<file path="config.mk">
export PLATFORM = sky130hd
export DESIGN_NAME = cidr_flow_direction_classifier_unit
export DESIGN_NICKNAME = d
export VERILOG_FILES = /design/src/sv/cfdc_pkg.sv /design/src/sv/cfdc_ctrl.sv /design/src/sv/cfdc_dp.sv /design/src/sv/cidr_flow_direction_classifier_unit.sv
export SDC_FILE = /design/constraint.sdc
export NUM_CORES = 2
export LEC_CHECK = 0
export ABC_CLOCK_PERIOD_IN_PS = 27400
export BUFFER_PORTS_ARGS = -buffer_cell sky130_fd_sc_hd__buf_2
export CAP_MARGIN = 5
export CELL_PAD_IN_SITES_DETAIL_PLACEMENT = 0
export CELL_PAD_IN_SITES_GLOBAL_PLACEMENT = 1
export CORE_MARGIN = 2
export CORE_UTILIZATION = 55
export DETAILED_ROUTE_END_ITERATION = 10
export HOLD_SLACK_MARGIN = 0.02
export PLACE_DENSITY_LB_ADDON = 0.1
export SYNTH_ARGS = -nofsm -noshare
export SYNTH_HDL_FRONTEND = slang
export SYNTH_SLANG_ARGS = --single-unit
</file>
<file path="constraint.sdc">
create_clock -name clk -period 27.4 [get_ports clk]
set_input_delay 4.11 -clock clk [delete_from_list [all_inputs] [get_ports clk]]
set_output_delay 4.11 -clock clk [all_outputs]
set_load 0.03 [all_outputs]
</file>
<file path="src/sv/cfdc_pkg.sv">
// ----------------------------------------------------------------------------
// cfdc_pkg
// shared types, codes and defaults for the flow direction classifier
// ----------------------------------------------------------------------------
package cfdc_pkg;

    localparam int NUM_RANGES_DEF   = 4;
    localparam int NUM_EXCLUDES_DEF = 4;
    localparam int ADDR_W           = 64;
    localparam int PREFIX_W         = 8;
    localparam int IDX_W            = 2;

    typedef enum logic [1:0] {
        CMD_CLASSIFY    = 2'd0,
        CMD_WRITE_RANGE = 2'd1,
        CMD_WRITE_EXCL  = 2'd2,
        CMD_UNUSED      = 2'd3
    } cmd_t;

    typedef enum logic [1:0] {
        DIR_NONE = 2'd0,
        DIR_SRC  = 2'd1,
        DIR_DST  = 2'd2,
        DIR_RSVD = 2'd3
    } mode_t;

    // controller to datapath
    typedef struct packed {
        logic load;      // capture the packet addresses
        logic sel_dst;   // test destination instead of source
        logic clr_excl;  // restart the exclusion scan
        logic step_excl; // advance the exclusion scan
    } dp_cmd_t;

    // datapath to controller
    typedef struct packed {
        logic rng_live;  // current range valid and of the packet family
        logic rng_hit;   // current address inside current range
        logic excl_live; // current exclusion slot valid
        logic excl_hit;  // current address inside current exclusion
        logic excl_last; // current exclusion slot is the last one
        logic rng_last;  // current range slot is the last one
    } dp_sts_t;

    // true if address lies in base/plen of the given family
    function automatic logic in_prefix(input logic v6,
                                       input logic [ADDR_W-1:0] hi,
                                       input logic [ADDR_W-1:0] lo,
                                       input logic [ADDR_W-1:0] bhi,
                                       input logic [ADDR_W-1:0] blo,
                                       input logic [PREFIX_W-1:0] plen);
        logic [127:0] m;
        logic [127:0] diff;
        logic [7:0]   p;
        begin
            if (!v6)
            begin
                p = (plen > 8'd32) ? 8'd32 : plen;
                m = '0;
                for (int b = 0; b < 32; b++)
                    m[b] = (32 - b) <= int'(p);
                diff = {96'd0, lo[31:0] ^ blo[31:0]};
            end
            else
            begin
                p = (plen > 8'd128) ? 8'd128 : plen;
                for (int b = 0; b < 128; b++)
                    m[b] = (128 - b) <= int'(p);
                diff = {hi ^ bhi, lo ^ blo};
            end
            in_prefix = (diff & m) == '0;
        end
    endfunction

endpackage

</file>
<file path="src/sv/cfdc_ctrl.sv">
// ----------------------------------------------------------------------------
// cfdc_ctrl
// sequencer walking ranges and exclusions for one classify beat
// ----------------------------------------------------------------------------
module cfdc_ctrl (
    input  logic              clk,
    input  logic              rst_n,
    input  logic              start,
    output logic              busy,
    output cfdc_pkg::dp_cmd_t cmd,
    input  cfdc_pkg::dp_sts_t sts,
    output logic              rng_step,
    output logic              done,
    output cfdc_pkg::mode_t   result,
    input  logic              out_free
);
    import cfdc_pkg::*;

    typedef enum logic [4:0] {
        S_IDLE  = 5'b00001,
        S_SRC   = 5'b00010,
        S_DST   = 5'b00100,
        S_EXCL  = 5'b01000,
        S_DONE  = 5'b10000
    } state_t;

    state_t state_reg, state_next;
    logic   dst_reg, dst_next;
    mode_t  mode_reg, mode_next;

    always_comb
    begin
        state_next = state_reg;
        dst_next   = dst_reg;
        mode_next  = mode_reg;
        cmd        = '0;
        rng_step   = 1'b0;
        case (state_reg)
            S_IDLE:
            begin
                if (start)
                begin
                    cmd.load   = 1'b1;
                    state_next = S_SRC;
                end
            end
            S_SRC:
            begin
                cmd.clr_excl = 1'b1;
                if (sts.rng_live && sts.rng_hit)
                begin
                    dst_next   = 1'b0;
                    state_next = S_EXCL;
                end
                else
                    state_next = S_DST;
            end
            S_DST:
            begin
                cmd.sel_dst  = 1'b1;
                cmd.clr_excl = 1'b1;
                if (sts.rng_live && sts.rng_hit)
                begin
                    dst_next   = 1'b1;
                    state_next = S_EXCL;
                end
                else if (sts.rng_last)
                begin
                    mode_next  = DIR_NONE;
                    state_next = S_DONE;
                end
                else
                begin
                    rng_step   = 1'b1;
                    state_next = S_SRC;
                end
            end
            S_EXCL:
            begin
                cmd.sel_dst   = dst_reg;
                cmd.step_excl = 1'b1;
                if (sts.excl_live && sts.excl_hit)
                begin
                    mode_next  = dst_reg ? DIR_SRC : DIR_DST;
                    state_next = S_DONE;
                end
                else if (!sts.excl_live || sts.excl_last)
                begin
                    mode_next  = dst_reg ? DIR_DST : DIR_SRC;
                    state_next = S_DONE;
                end
            end
            S_DONE:
            begin
                if (out_free)
                    state_next = S_IDLE;
            end
            default: state_next = S_IDLE;
        endcase
    end

    always_ff @(posedge clk or negedge rst_n)
    begin
        if (!rst_n)
        begin
            state_reg <= S_IDLE;
            dst_reg   <= 1'b0;
            mode_reg  <= DIR_NONE;
        end
        else
        begin
            state_reg <= state_next;
            dst_reg   <= dst_next;
            mode_reg  <= mode_next;
        end
    end

    assign busy   = state_reg != S_IDLE;
    assign done   = (state_reg == S_DONE) && out_free;
    assign result = mode_reg;

endmodule

</file>
<file path="src/sv/cfdc_dp.sv">
// ----------------------------------------------------------------------------
// cfdc_dp
// rule tables, packet registers and the prefix comparators
// ----------------------------------------------------------------------------
module cfdc_dp #(
    parameter int NUM_RANGES   = cfdc_pkg::NUM_RANGES_DEF,
    parameter int NUM_EXCLUDES = cfdc_pkg::NUM_EXCLUDES_DEF
) (
    input  logic                          clk,
    input  logic                          rst_n,
    input  logic                          wr_range,
    input  logic                          wr_excl,
    input  logic                          is_v6,
    input  logic [cfdc_pkg::ADDR_W-1:0]   src_hi,
    input  logic [cfdc_pkg::ADDR_W-1:0]   src_lo,
    input  logic [cfdc_pkg::ADDR_W-1:0]   dst_hi,
    input  logic [cfdc_pkg::ADDR_W-1:0]   dst_lo,
    input  logic [cfdc_pkg::IDX_W-1:0]    net_index,
    input  logic [cfdc_pkg::IDX_W-1:0]    excl_index,
    input  logic [cfdc_pkg::ADDR_W-1:0]   rule_addr_hi,
    input  logic [cfdc_pkg::ADDR_W-1:0]   rule_addr_lo,
    input  logic [cfdc_pkg::PREFIX_W-1:0] rule_prefix,
    input  logic                          rule_valid,
    input  cfdc_pkg::dp_cmd_t             cmd,
    input  logic                          rng_step,
    output cfdc_pkg::dp_sts_t             sts
);
    import cfdc_pkg::*;

    localparam int RI_W = (NUM_RANGES > 1) ? $clog2(NUM_RANGES) : 1;
    localparam int EI_W = (NUM_EXCLUDES > 1) ? $clog2(NUM_EXCLUDES) : 1;
    localparam int NX   = NUM_RANGES * NUM_EXCLUDES;
    localparam int XI_W = (NX > 1) ? $clog2(NX) : 1;

    logic [NUM_RANGES-1:0] rv_reg;
    logic [NUM_RANGES-1:0] r6_reg;
    logic [ADDR_W-1:0]     rhi_reg [NUM_RANGES];
    logic [ADDR_W-1:0]     rlo_reg [NUM_RANGES];
    logic [PREFIX_W-1:0]   rpl_reg [NUM_RANGES];
    logic [NX-1:0]         xv_reg;
    logic [ADDR_W-1:0]     xhi_reg [NX];
    logic [ADDR_W-1:0]     xlo_reg [NX];
    logic [PREFIX_W-1:0]   xpl_reg [NX];

    logic              v6_reg;
    logic [ADDR_W-1:0] shi_reg, slo_reg, dhi_reg, dlo_reg;
    logic [RI_W-1:0]   ri_reg;
    logic [EI_W-1:0]   ei_reg;

    logic              ni_ok, ei_ok;
    logic [RI_W-1:0]   ni;
    logic [EI_W-1:0]   ei;
    logic [ADDR_W-1:0] ahi, alo;
    logic [XI_W-1:0]   k;
    logic [XI_W-1:0]   wk;

    assign ni    = RI_W'(net_index);
    assign ei    = EI_W'(excl_index);
    assign ni_ok = 32'(net_index) < NUM_RANGES;
    assign ei_ok = 32'(excl_index) < NUM_EXCLUDES;
    // flat exclusion slot being written
    assign wk    = XI_W'(ni) * XI_W'(NUM_EXCLUDES) + XI_W'(ei);

    always_ff @(posedge clk or negedge rst_n)
    begin
        if (!rst_n)
        begin
            rv_reg <= '0;
            r6_reg <= '0;
            xv_reg <= '0;
            ri_reg <= '0;
            ei_reg <= '0;
        end
        else
        begin
            if (wr_range && ni_ok)
            begin
                rv_reg[ni] <= rule_valid;
                r6_reg[ni] <= is_v6;
            end
            if (wr_excl && ni_ok && ei_ok)
                xv_reg[wk] <= rule_valid;
            if (cmd.load)
                ri_reg <= '0;
            else if (rng_step)
                ri_reg <= ri_reg + 1'b1;
            if (cmd.clr_excl)
                ei_reg <= '0;
            else if (cmd.step_excl)
                ei_reg <= ei_reg + 1'b1;
        end
    end

    always_ff @(posedge clk)
    begin
        if (wr_range && ni_ok)
        begin
            rhi_reg[ni] <= rule_addr_hi;
            rlo_reg[ni] <= rule_addr_lo;
            rpl_reg[ni] <= rule_prefix;
        end
        if (wr_excl && ni_ok && ei_ok)
        begin
            xhi_reg[wk] <= rule_addr_hi;
            xlo_reg[wk] <= rule_addr_lo;
            xpl_reg[wk] <= rule_prefix;
        end
        if (cmd.load)
        begin
            v6_reg  <= is_v6;
            shi_reg <= src_hi;
            slo_reg <= src_lo;
            dhi_reg <= dst_hi;
            dlo_reg <= dst_lo;
        end
    end

    assign ahi = cmd.sel_dst ? dhi_reg : shi_reg;
    assign alo = cmd.sel_dst ? dlo_reg : slo_reg;
    assign k   = XI_W'(ri_reg) * XI_W'(NUM_EXCLUDES) + XI_W'(ei_reg);

    always_comb
    begin
        sts.rng_live  = rv_reg[ri_reg] && (r6_reg[ri_reg] == v6_reg);
        sts.rng_hit   = in_prefix(v6_reg, ahi, alo, rhi_reg[ri_reg],
                                  rlo_reg[ri_reg], rpl_reg[ri_reg]);
        sts.excl_live = xv_reg[k];
        sts.excl_hit  = in_prefix(v6_reg, ahi, alo, xhi_reg[k], xlo_reg[k],
                                  xpl_reg[k]);
        sts.excl_last = 32'(ei_reg) == NUM_EXCLUDES - 1;
        sts.rng_last  = 32'(ri_reg) == NUM_RANGES - 1;
    end

endmodule

</file>
<file path="src/sv/cidr_flow_direction_classifier_unit.sv">
// ----------------------------------------------------------------------------
// cidr_flow_direction_classifier_unit
// prefix match with per-range exclusions, giving flow aggregation direction
// ----------------------------------------------------------------------------
//  channel | valid     | stall     | payload
//  in      | in_valid  | in_stall  | command, is_v6, addresses, rule fields
//  out     | out_valid | out_stall | mode
//
// write beats finish in the cycle they are accepted
// a classify beat walks the ranges in slot order, testing each range against
// source then destination; on the first range hit it scans that range's
// exclusion slots in order until one hits, one is invalid or the last is scanned
// the result register holds mode while out_valid and out_stall are high; in_stall is
// high for as long as a classify beat is in flight
// reset clears all valid bits and the sequencer; no clearing pass
// ----------------------------------------------------------------------------
module cidr_flow_direction_classifier_unit #(
    parameter int NUM_RANGES   = cfdc_pkg::NUM_RANGES_DEF,
    parameter int NUM_EXCLUDES = cfdc_pkg::NUM_EXCLUDES_DEF
) (
    input  logic                          clk,
    input  logic                          rst_n,
    input  logic                          in_valid,
    output logic                          in_stall,
    input  logic [1:0]                    command,
    input  logic                          is_v6,
    input  logic [cfdc_pkg::ADDR_W-1:0]   src_hi,
    input  logic [cfdc_pkg::ADDR_W-1:0]   src_lo,
    input  logic [cfdc_pkg::ADDR_W-1:0]   dst_hi,
    input  logic [cfdc_pkg::ADDR_W-1:0]   dst_lo,
    input  logic [cfdc_pkg::IDX_W-1:0]    net_index,
    input  logic [cfdc_pkg::IDX_W-1:0]    excl_index,
    input  logic [cfdc_pkg::ADDR_W-1:0]   rule_addr_hi,
    input  logic [cfdc_pkg::ADDR_W-1:0]   rule_addr_lo,
    input  logic [cfdc_pkg::PREFIX_W-1:0] rule_prefix,
    input  logic                          rule_valid,
    output logic                          out_valid,
    input  logic                          out_stall,
    output logic [1:0]                    mode
);
    import cfdc_pkg::*;

    logic      acc, busy, done, rng_step, out_free;
    dp_cmd_t   cmd;
    dp_sts_t   sts;
    mode_t     result;
    logic      ov_reg;
    logic [1:0] mode_reg;

    // a beat is taken only when no classify is in flight
    assign in_stall = busy;
    assign acc      = in_valid && !busy;
    // result register is free when empty or being drained
    assign out_free = !ov_reg || !out_stall;

    cfdc_ctrl u_ctrl (
        .clk      (clk),
        .rst_n    (rst_n),
        .start    (acc && command == CMD_CLASSIFY),
        .busy     (busy),
        .cmd      (cmd),
        .sts      (sts),
        .rng_step (rng_step),
        .done     (done),
        .result   (result),
        .out_free (out_free)
    );

    cfdc_dp #(
        .NUM_RANGES   (NUM_RANGES),
        .NUM_EXCLUDES (NUM_EXCLUDES)
    ) u_dp (
        .clk          (clk),
        .rst_n        (rst_n),
        .wr_range     (acc && command == CMD_WRITE_RANGE),
        .wr_excl      (acc && command == CMD_WRITE_EXCL),
        .is_v6        (is_v6),
        .src_hi       (src_hi),
        .src_lo       (src_lo),
        .dst_hi       (dst_hi),
        .dst_lo       (dst_lo),
        .net_index    (net_index),
        .excl_index   (excl_index),
        .rule_addr_hi (rule_addr_hi),
        .rule_addr_lo (rule_addr_lo),
        .rule_prefix  (rule_prefix),
        .rule_valid   (rule_valid),
        .cmd          (cmd),
        .rng_step     (rng_step),
        .sts          (sts)
    );

    always_ff @(posedge clk or negedge rst_n)
    begin
        if (!rst_n)
            ov_reg <= 1'b0;
        else if (done)
            ov_reg <= 1'b1;
        else if (!out_stall)
            ov_reg <= 1'b0;
    end

    always_ff @(posedge clk)
    begin
        if (done)
            mode_reg <= result;
    end

    assign out_valid = ov_reg;
    assign mode      = mode_reg;

endmodule

</file>
Word-level counts from Yosys, hierarchy flattened

Memories as Yosys holds them, arrays and structs flattened.
Cells that the tools add are included.

Bits in registers: 296
RAM bits: 2720
Input bits: 404
Output and inout bits: 4
Word-level logic and storage cells: 468
Memories kept: 6

Memory list:

| memory       | depth | width | rd ports | clocked after memory_dff | wr ports | line          | text |
|---|---|---|---|---|---|---|---|
| u_dp.xhi_reg | 16    | 64    | 1        | 0                        | 1        | cfdc_dp.sv:41 | `logic [ADDR_W-1:0] xhi_reg [NX];` |
| u_dp.xlo_reg | 16    | 64    | 1        | 0                        | 1        | cfdc_dp.sv:42 | `logic [ADDR_W-1:0] xlo_reg [NX];` |
| u_dp.rhi_reg | 4     | 64    | 1        | 0                        | 1        | cfdc_dp.sv:37 | `logic [ADDR_W-1:0] rhi_reg [NUM_RANGES];` |
| u_dp.rlo_reg | 4     | 64    | 1        | 0                        | 1        | cfdc_dp.sv:38 | `logic [ADDR_W-1:0] rlo_reg [NUM_RANGES];` |
| u_dp.xpl_reg | 16    | 8     | 1        | 0                        | 1        | cfdc_dp.sv:43 | `logic [PREFIX_W-1:0] xpl_reg [NX];` |
| u_dp.rpl_reg | 4     | 8     | 1        | 0                        | 1        | cfdc_dp.sv:39 | `logic [PREFIX_W-1:0] rpl_reg [NUM_RANGES];` |

Add/subtract/negate cells: 4
Magnitude comparators: 330
Equal/unequal tests: 19
Mux-type cells: 59
Bitwise logic cells: 8
Reduce and logical (&&, ||, !) cells: 27

Operators with widths:

| kind                 | count |
|---|---|
| $le A7 B8 Y1 const A | 128 |
| $le A6 B8 Y1 const A | 66 |
| $le A5 B8 Y1 const A | 64 |
| $mux W128            | 4 |
| $and A128 B128 Y128  | 2 |
| $le A4 B8 Y1 const A | 32 |
| $logic_not A128 Y1   | 2 |
| $xor A64 B64 Y64     | 4 |
| $le A3 B8 Y1 const A | 16 |
| $mux W64             | 2 |
| $le A2 B8 Y1 const A | 8 |
| $xor A32 B32 Y32     | 2 |
| $le A1 B8 Y1 const A | 4 |
| $mux W8              | 4 |
| $mux W5              | 6 |
| $pmux W5 S5          | 1 |
| $mux W1              | 20 |
| $mux W2              | 10 |
| $bwmux W16           | 1 |
| $gt A8 B6 Y1 const B | 2 |
| $gt A8 B8 Y1 const B | 2 |
| $le A8 B8 Y1 const A | 2 |
| $logic_and A1 B1 Y1  | 10 |
| $lt A4 B5 Y1 const B | 2 |
| other kinds (32)     | 53 |

Depth between registers and ports, before layout

Depth in word-level cells: 12
Mapped depth: 18
Depth with buffers taken out: 12

Cells and area by module

Synthesis repeated with hierarchy kept, for this count alone.

Cell total of the unflattened synthesis: 5645
Area total of the unflattened synthesis: 120305.4 µm²

Modules (own cells, without submodules):

| module                              | times used | cells each | area each (µm²) | seq. area each (µm²) |
|---|---|---|---|---|
| cfdc_dp                             | 1          | 5585       | 119667.3        | 90096.4 |
| cfdc_ctrl                           | 1          | 52         | 501.7           | 201.4 |
| cidr_flow_direction_classifier_unit | 1          | 8          | 136.4           | 85.1 |

Worst setup path before layout

No wires, ideal clock.

Path kind: input to register
Start: input command[0]
End: register u_ctrl.state_reg[0]
Library setup time: 0.628 ns
Arrival time: 22.561 ns
Required time: 26.772 ns
Setup slack: 4.211 ns
Stages: 2
Buffers on the path: 0
Path through: nor3_1 -> o21ai_0

Word-level cells in the longest chain between the ends: 4

RTL lines:

| what                        | line                                      | text |
|---|---|---|
| start, declared             | cidr_flow_direction_classifier_unit.sv:25 | `input logic [1:0] command,` |
| $logic_not A2 Y1            | cidr_flow_direction_classifier_unit.sv:59 | `.start (acc && command == CMD_CLASSIFY),` |
| $logic_and A1 B1 Y1         | cidr_flow_direction_classifier_unit.sv:59 |  |
| $ne A2 B1 Y1 (no line)      | n/a                                       |  |
| $reduce_and A3 Y1 (no line) | n/a                                       |  |
| end signal, assigned        | cfdc_ctrl.sv:112                          | `state_reg <= state_next;` |
| end, declared               | cfdc_ctrl.sv:27                           | `state_t state_reg, state_next;` |

Every way passes these cells.
A chain may end at the register's enable or synchronous reset.

Worst setup path in the final report

Start: input in_valid
End: memory u_dp.xlo_reg[8][60] (enable)

Word-level cells in the longest chain between the ends: 4

RTL lines:

| what                          | line                                      | text |
|---|---|---|
| start, declared               | cidr_flow_direction_classifier_unit.sv:23 | `input logic in_valid,` |
| $logic_and A1 B1 Y1           | cidr_flow_direction_classifier_unit.sv:52 | `assign acc = in_valid && !busy;` |
| $logic_and A1 B1 Y1           | cidr_flow_direction_classifier_unit.sv:76 | `.wr_excl (acc && command == CMD_WRITE_EXCL),` |
| $mux W1                       | cfdc_dp.sv:102                            | `if (wr_excl && ni_ok && ei_ok)` |
| $mux W1 (implied by the code) | cfdc_dp.sv:105                            | `xlo_reg[wk] <= rule_addr_lo;` |
| end, declared                 | cfdc_dp.sv:42                             |  |

Every way passes these cells.

==> flow_summary.yaml <==
critical_path:
  path_class: "in -> reg"
  path_max_fanout: 41
  worstPathCellList: "buf_2 > nand4b_1 > or3b_2 > or3_1 > nor2_4 > buf_4 > buf_4"
  crit_cells: 7
  required_ns: 27.92
  cp.buffers_inverters: 3
  arrival_ns: 7.95
  crit_path_start_kind: "primary input"
  worstSetupEndpointType: "flip-flop"
  cp_slowest_cell: "nor2_4"
  max_stage_delay_ns: 0.82
  path_delay_family: "simple AND/OR/NAND/NOR gates"
  cp_common_cell: "buf_4"
  r2r_slack_ns: 19.99
  worst_r2r_path_depth: 14
synth:
  ys_ff_latch: 3016
  postSynthAreaPerCell_um2: 21.5
  async_reset_ff_share_pct: 1.23
  ys_types: 92
  syn_nets: 5978
  yosysSeqAreaShare_pct: 75.4
  synthCells: 5572
  syn-cell-area_mm2: 0.120
  yosysWarnings: 0
  synth-edff-count: 2979
  ys.flop_type: "edfxtp_1"
final_layout:
  nFillCells: 14900
  post-route-util_pct: 62.4
  drive_gt1_share_pct: 28.9
  nets: 6586
  syn_to_final_growth_pct: 12.9
die:
  io_pins: 408
  die-height_um: 471
  num_rows: 171
  start_util_pct: 55.3
  die_w_um: 471
  die-area_mm2: 0.222
  core-area_mm2: 0.217
timing:
  min_period_ns: 7.43
  hold_slack_ns: 0.488
  slew_headroom_pct: 8.06
  fin_tns_setup_ns: 0
  setup_viol: 0
  worst_clock_skew_ns: 0.0686
  fin_crit_sh_pct: 27.1
  drv_slew: 0
  tightest_slew_ns: 1.37
  fin_ws_ns: 19.97
  rsz0062_at_grt: "no"
  timing.fmax_ghz: 0.135
  hold_viol_final: 0
power:
  power_frac_clock_pct: 37.2
  sw_frac_of_total_pct: 27.1
  finalPower_mw: 11.0
  peakVddDrop_mv: 0.0719
  power_density_mw_per_mm2: 81.2
  p_int_mw: 8.01
  pwr-share-comb_pct: 15.7
  p_leak_nw: 42.6
  power_frac_seq_pct: 47.1
  switching_power_mw: 2.97
run_status:
  outcome: "finished clean"
worst_hold_path:
  hold_class: "reg -> reg"
  hold_path_depth: 0
detailed_routing:
  wl_um: 355000
  drt_iter0_drc: 8093
  drc: 0
  viasPerCell: 6.73
  postRouteAntennaNets: 0
  wl_per_cell_um: 38.3
  vias: 62400
  firstDrtPassIters: 6
cts:
  postCtsSetupRepairBufs: 0
  cts_buffer_depth: 4
  cts_buffers: 320
  h-tree-depth: 5
  worstSkewPairLatency_ns: 0.94
  cts_sinks: 3016
  ctsHoldBuffers: 0
  cts_tree: "built"
  cts-resized-gates: 0
  root_buffer: "clkbuf_16"
  clk_pin_slew_ns: 0.06
place:
  dp_slack_ns: 19.04
  gp_congestion: 1.00
  io_buffers: 407
  dp_hpwl_um: 220000
global_routing:
  antenna_found_initial: 55
  grt_pass1_vias: 61400
  overflow: 0
  grt_max_degree: 128
  grt_pass1_wl_um: 490000
  track_usage_pct: 32.0
run:
  maxCapViolations: 0
==> metal layers <==
metal / vias up / global-route usage (%) / routed length, um
met5: - / 0 / 184
met4: 30 / 10.7 / 13200
met3: 596 / 6.20 / 30500
met2: 3181 / 48.8 / 165000
met1: 33800 / 47.2 / 146000
li1: 24800 / - / -
==> cell usage after synthesis, drive strengths merged (36+ instances only) <==
cell,instances,area share (%)
a21oi,87,0.37
nand4,37,0.19
mux2i,161,1.4
buf,209,1.1
mux4,773,15
o21ai,129,0.54
nor3,36,0.15
nand2,150,0.47
clkbuf,77,0.24
a221oi,38,0.28
xor2,91,0.67
nand3,59,0.25
xnor2,167,1.2
nor2,120,0.39
edfxtp,2979,75
dfrtp,36,0.75
==> worst reg2reg max path, stage by stage (launching register included) <==
cell and delay (ns):
dfrtp_4 0.82, buf_4 0.67, buf_4 0.54, buf_4 0.62, buf_4 0.76, mux4_2 0.47
mux4_2 0.54, xor2_1 0.76, a21oi_1 0.10, a2111oi_0 0.66, nand3_1 0.18, nor4_2 0.31
o211ai_2 0.31, a221oi_2 0.45, o21bai_1 0.17
==> cell usage in the layout (no fill, tap or decap), types with 10 or more instances in the layout <==
master and instances:
o211ai_1 22, nor4_1 24, nor2_4 21, a2111oi_0 11, nor2_1 94, mux4_2 773, o22ai_1 24, a221oi_1 37
clkbuf_16 326, clkbuf_1 55, nor3_1 33, a31oi_1 22, o31ai_1 10, clkinv_1 71, buf_2 407, buf_12 14
a22o_1 31, mux2i_1 159, xnor2_1 166, o2111ai_1 19, xor2_1 90, nand3_1 59, bufinv_16 24, nor2b_1 12
o221ai_1 10, dfrtp_1 32, a211oi_1 17, o21ai_0 98, clkinv_2 47, edfxtp_1 2979, a21oi_1 85, diode_2 14
a22oi_1 30, nand4_1 37, o21ai_1 29, mux2_2 30, buf_4 151, nand2_1 150
==> final timing paths <==
path / from / end
max in group asynchronous: rst_n / u_dp.ei_reg[1]
worst min-delay path: u_ctrl.result[0] / mode[0]
min in group asynchronous: rst_n / out_valid
worst max register to register: u_dp.ei_reg[1] / u_ctrl.state_reg[4]
worst min register to register: u_ctrl.result[0] / mode[0]
worst max-delay path: in_valid / u_dp.xlo_reg[8][60]
==> through the flow <==
step | cells | area, um2
CTS | 9249 | 135000
floorplan | 5572 | 120000
global placement | 8712 | 125000
detailed placement | 8712 | 125000
global route | 9253 | 135000
finish | 9263 | 135000
==> power groups by stage <==
stage	registers, mW	clock network (mW)	logic, mW
global placement	5.27	0	1.69
floorplan	5.28	0	0.835
detailed placement	5.27	0	1.68
global route	5.18	4.32	1.75
finish	5.17	4.09	1.72
CTS	5.17	4.15	1.69
==> logic make-up after synthesis <==
| group | after synthesis | synth area share, % |
|---|---|---|
| flip-flops | 3016 | 75.4 |
| adder cells (fa/ha/maj) | 2 | 0.0209 |
| AND/OR/NAND/NOR | 495 | 1.98 |
| AO/OA/AOI/OAI | 534 | 3.07 |
| buffers and inverters | 298 | 1.37 |
| XOR/XNOR | 258 | 1.89 |
| multiplexers | 969 | 16.2 |
==> layout make-up <==
class	count	area (um2)	area share, %
Timing Repair Buffer	572	3450	2.55
Tap cell	2854	3570	2.64
Clock buffer	381	8360	6.18
Sequential cell	3016	90400	66.8
Antenna cell	14	35.0	0.0259
Inverter	12	52.6	0.0388
Multi-Input combinational cell	2258	28000	20.7
Clock inverter	156	1370	1.01
Note: power is estimated with default switching activity, not from simulation.
